[config.mk]
export PLATFORM = sky130hd
export DESIGN_NAME = dtq_ctrl
export DESIGN_NICKNAME = d
export VERILOG_FILES = /design/src/hw/rtl/dtq_pkg.sv /design/src/hw/rtl/dtq_ctrl.sv
export SDC_FILE = /design/constraint.sdc
export NUM_CORES = 1
export LEC_CHECK = 0
export BUFFER_PORTS_ARGS = -buffer_cell sky130_fd_sc_hd__buf_2
export CORE_AREA = 5 5 42 44
export CTS_CLUSTER_DIAMETER = 150
export DETAILED_ROUTE_END_ITERATION = 10
export DIE_AREA = 0 0 47 49
export HOLD_SLACK_MARGIN = 0.03
export PLACE_DENSITY_LB_ADDON = 0.12
export SLEW_MARGIN = 10
export SYNTH_ARGS = -nofsm -noshare
export SYNTH_HDL_FRONTEND = slang
export SYNTH_SLANG_ARGS = --single-unit
[constraint.sdc]
create_clock -name clk -period 2.05 [get_ports clk]
set_clock_uncertainty 0.2 [all_clocks]
set_input_delay 0.615 -clock clk [delete_from_list [all_inputs] [get_ports clk]]
set_output_delay 0.615 -clock clk [all_outputs]
set_load 0.01 [all_outputs]
[src/hw/rtl/dtq_pkg.sv]
// dtq_pkg: shared types and codes for the two-class work queue
// no dependencies
`timescale 1ns / 1ps
package dtq_pkg;

	localparam int KEY_W = 64;

	typedef enum logic [1:0] {
		CLS_FREE   = 2'd0,
		CLS_NORMAL = 2'd1,
		CLS_URGENT = 2'd2
	} cls_t;

	typedef enum logic [2:0] {
		ST_NEW      = 3'd0,
		ST_PROMOTED = 3'd1,
		ST_ALREADY  = 3'd2,
		ST_NO_ROOM  = 3'd3,
		ST_DEQUEUED = 3'd4,
		ST_EMPTY    = 3'd5
	} status_t;

	typedef enum logic [3:0] {
		S_IDLE,
		S_SCAN,
		S_SCAN_WAIT,
		S_DECIDE,
		S_POP,
		S_POP_SCAN,
		S_POP_SCAN_WAIT,
		S_POP_CHECK,
		S_DONE
	} state_t;

	// controller to datapath
	typedef struct packed {
		logic load;        // capture request
		logic scan_start;  // clear scan state, start table sweep with req key
		logic scan_step;   // look at next table entry
		logic apply_enq;   // perform enqueue decision
		logic pop_issue;   // read fifo head, advance head
		logic pop_key_scan; // start sweep with popped key
		logic serve_cur;   // free matched slot, publish dequeue
		logic set_empty;   // publish empty
		logic pick_urgent; // which fifo to pop
	} dtq_cmd_t;

	// datapath to controller
	typedef struct packed {
		logic is_deq;
		logic scan_done;
		logic match_ok;    // popped key held in matching class
		logic urg_nonempty;
		logic nrm_nonempty;
	} dtq_stat_t;

endpackage

[src/hw/rtl/dtq_ctrl.sv]
// dtq_ctrl: request sequencer for enqueue and dequeue
// depends on dtq_pkg
`timescale 1ns / 1ps
module dtq_ctrl
	import dtq_pkg::*;
(
	input  logic      clk,
	input  logic      arst_n,
	input  logic      in_valid,
	output logic      in_ready,
	output logic      out_valid,
	input  logic      out_ready,
	input  dtq_stat_t stat,
	output dtq_cmd_t  cmd
);
	state_t state_q, state_d;
	logic   res_full_q;
	logic   publish;

	// next state
	always_comb begin
		state_d = state_q;
		unique case (state_q)
			S_IDLE:   if (in_valid && !res_full_q) state_d = S_SCAN;
			S_SCAN:   state_d = stat.is_deq ? S_POP : S_SCAN_WAIT;
			S_SCAN_WAIT: if (stat.scan_done) state_d = S_DECIDE;
			S_DECIDE: state_d = S_DONE;
			S_POP: begin
				// head word lands in the ram read register on the next cycle
				if (stat.urg_nonempty || stat.nrm_nonempty) state_d = S_POP_SCAN;
				else state_d = S_DONE;
			end
			S_POP_SCAN: state_d = S_POP_SCAN_WAIT;
			S_POP_SCAN_WAIT: if (stat.scan_done) state_d = S_POP_CHECK;
			S_POP_CHECK: state_d = stat.match_ok ? S_DONE : S_POP;
			S_DONE:   state_d = S_IDLE;
			default:  state_d = S_IDLE;
		endcase
	end

	// outputs
	always_comb begin
		cmd = '0;
		in_ready = 1'b0;
		unique case (state_q)
			S_IDLE: begin
				in_ready = !res_full_q;
				cmd.load = in_valid && !res_full_q;
			end
			S_SCAN: cmd.scan_start = 1'b1;
			S_SCAN_WAIT: cmd.scan_step = 1'b1;
			S_DECIDE: cmd.apply_enq = 1'b1;
			S_POP: begin
				cmd.pick_urgent = stat.urg_nonempty;
				cmd.pop_issue = stat.urg_nonempty || stat.nrm_nonempty;
				cmd.set_empty = !(stat.urg_nonempty || stat.nrm_nonempty);
			end
			S_POP_SCAN: cmd.pop_key_scan = 1'b1;
			S_POP_SCAN_WAIT: cmd.scan_step = 1'b1;
			S_POP_CHECK: cmd.serve_cur = stat.match_ok;
			S_DONE: ;
			default: ;
		endcase
	end

	assign publish = (state_q == S_DONE);

	always_ff @(posedge clk or negedge arst_n) begin
		if (!arst_n) begin
			state_q <= S_IDLE;
			res_full_q <= 1'b0;
		end else begin
			state_q <= state_d;
			if (publish) res_full_q <= 1'b1;
			else if (out_ready) res_full_q <= 1'b0;
		end
	end
	assign out_valid = res_full_q;

	assert property (@(posedge clk) disable iff (!arst_n) in_valid && in_ready
		|=> state_q == S_SCAN) else $error("accept did not start work");
	assert property (@(posedge clk) disable iff (!arst_n) publish |-> !res_full_q)
		else $error("result overwritten");
	assert property (@(posedge clk) disable iff (!arst_n) in_ready |-> state_q == S_IDLE)
		else $error("ready while busy");
endmodule

==> run metrics <==
fraction of the mapped netlist area in adder cells=0%; average wire per cell in the routed design=11.2 um; number of buffers created by CTS=3; Iter 0 DRT Violations=4; Worst VDD drop=0.556 mV; detailed placer's ending HPWL=789 um; worst hold margin=0.366 ns; worst path required time=1.23 ns; Max Transition Viols Final=0; detailed-route wire length=1.02 mm; number of storage elements in the synthesis netlist=5; final standard cell utilization of the core=43.5%; P per Cell Area=1350 mW/mm^2; number of buffers inserted by port buffering=19; share of the synthesized netlist area taken by xor and xnor gates=0%; first-pass iteration count of the detailed router=5; worst path cell trace=or4_4, nor3b_4, buf_2; worst rel slew slack=77.0%; met3 Use GR=0.738%; worst-skew pair later-pin latency=0.23 ns; die area=0.00230 mm^2; failing checks=setup timing; setup ws final=-0.248 ns; cell area reported after detailed placement=531 um^2; Via-to-Cell Ratio=4.53; path depth of the worst reg2reg path=4; vias in the first global route=396; synth-to-layout area growth=61.8%; vertical die dimension=49 um; met1 GRT Util=13.6%; Cells after Synth=45; outcome=finished with violations; boundary pin count=20; initial standard-cell utilization of the core=26.9%; cell area after synthesis=377 um^2; standby leakage power=0.312 nW; register-to-register setup slack=0.39 ns; most frequent standard cell in the layout excluding fill and tap cells=buf_2; slowest CP cell=or4_4; post-synthesis simple-gate area fraction=43.5%; reg2reg start=state_q[1]; arrival time of the worst setup path=1.48 ns; count of unique library cells instantiated by Yosys=22; synthesized-area fraction occupied by ao, oa, aoi and oai cells=14.3%; DRC viols=0; global-route wire length before repair=1.68 mm; post-synthesis mux area share=0%; antenna cell count=0; residual antenna-violating net count after detailed routing=0; placer congestion estimate=0.764; source of the worst hold timing path=out_ready; number of H-tree levels=1; post-route clock period utilization=112%; final setup fails=3; Max Cap Violations=0; kind of critical path=flop to output pin; synth warn=0; largest family of logic cells by synthesized area=simple AND/OR/NAND/NOR gates; crit-path max FO=3; mean cell area of the mapped netlist=8.37 um^2; horizontal die dimension=47 um; fraction of synthesized cell area taken by the top area cell type=33.2%; type of element launching the critical path=flop; gr usage total=9.70%; syn_nets=54; Sink Count=5; global route total overflow=0; post-route standard cell area excluding fillers=609 um^2; global routing's busiest layer=met1; count of final hold-check violations=0; clock root buffer=clkbuf_4; largest net degree at the start of global routing=10; Setup TNS Final=-0.633 ns; cells taking the most area after synthesis=dfrtp_1 33%, buf_6 6.0%, or4_4 6.0%, nor2_1 5.0%, nor2b_1 5.0%; worst slew pin tran=0.340 ns; Worst Hold End=out_valid; register clock-pin slew on the reported worst setup and hold paths=0.04 ns; Clock Tree Buf Depth=2; RSZ-0062 raised after global routing=true; global-route met2 utilization=13.3%; biggest cell delay along the critical path=0.57 ns; antenna violations before repair=0; core outline area=0.00140 mm^2; commonest cells after routing, fill and taps aside=20 x buf_2, 5 x dfrtp_1, 5 x buf_4; Worst Hold Path Cells=2; Seq/Total Area, Yosys=33.2%; Hold Crit Class=input pin to flop; nets@finish=85; total vias in the final route=412; kind of capture point of the worst setup path=output pin; leading area contributor after synthesis=dfrtp_1; TritonCTS clock tree=built; maximum achievable frequency=435 MHz; post-layout min period=2.30 ns; fraction of final layout cells sized beyond drive strength 1=54.7%; Core Rows=14; end of the worst register-to-register path=state_q[3]; pre-CTS setup slack=-0.191 ns
[Yosys cell counts (all sizes together)]
master / n
and3: 1
nand3: 2
o22ai: 1
inv: 3
dfrtp: 5
nor3: 2
nor2b: 3
o21ai: 2
o211a: 1
and2: 2
nand2: 4
nor2: 5
o41ai: 1
or2b: 2
nand2b: 1
a32oi: 1
buf: 2
nor3b: 2
nor4: 1
a21oi: 2
or4: 2
[routing by layer]
metal  vias up  part of all wire [%]  wire length, um
met1       175                    47              479
met4         0                     0                0
met3         0                   7.4               75
met2        16                    45              463
li1        221                     -                -
met5         -                     0                0
[area by class of cell]
class,count,area (um^2)
repair buffers,28,170
multi-input cells,35,256
well taps,16,20.0
fillers,152,792
flip-flops and latches,5,125
inverters,3,11.3
clock buffers,4,26.3
[critical path, delay by kind of cell (launching register included)]
kind	cells	cell delay [ns]
simple gates	2	0.73
flops	1	0.37
buf+inv	1	0.14
[report_power, final]
part	total, W	leakage [nW]	switching [W]	internal, W
logic	0.000532	0.232	0.000273	0.000259
registers	0.000179	0.0653	0.0000399	0.000140
clock network	0.000110	0.0150	0.0000364	0.0000733
total	0.000821	0.312	0.000350	0.000472
[worst max-delay path by stage]
stage	to	from	slack [ns]	cells past startpoint
after floorplan	cmd[8]	state_q[1]	-0.03	3
after global placement	cmd[1]	stat[0]	-0.19	4
after detailed placement	cmd[1]	stat[0]	-0.19	4
after CTS	cmd[8]	state_q[0]	-0.27	3
after global routing	cmd[8]	state_q[2]	-0.33	3
final	cmd[8]	state_q[2]	-0.25	3
[kinds of logic after synthesis]
group	after synthesis
and+or+nand+nor	27
AOI/OAI and AO/OA	8
DFF	5
buffers and inverters	5
[registers in the layout, summed over array words and instances, names as in the netlist]
register and count:
state_q 4, out_valid 1
[what timing repair did]
item | CTS | global route
hold endpoints to repair | 5 | 0
pin swaps | 2 | 2
setup endpoints to repair | 7 | 9
buffers inserted | 2 | 0
gates cloned | 0 | 1
resized for setup | 7 | 4
hold buffers | 1 | 0
[stage by stage]
| stage | power, W | instances |
|---|---|---|
| after CTS | 0.000804 | 90 |
| final | 0.000821 | 91 |
| after detailed placement | 0.000636 | 85 |
| after global placement | 0.000646 | 85 |
| after floorplan | 0.000494 | 45 |
| after global routing | 0.000887 | 91 |
No activity file was read; power rests on OpenSTA's default activity.
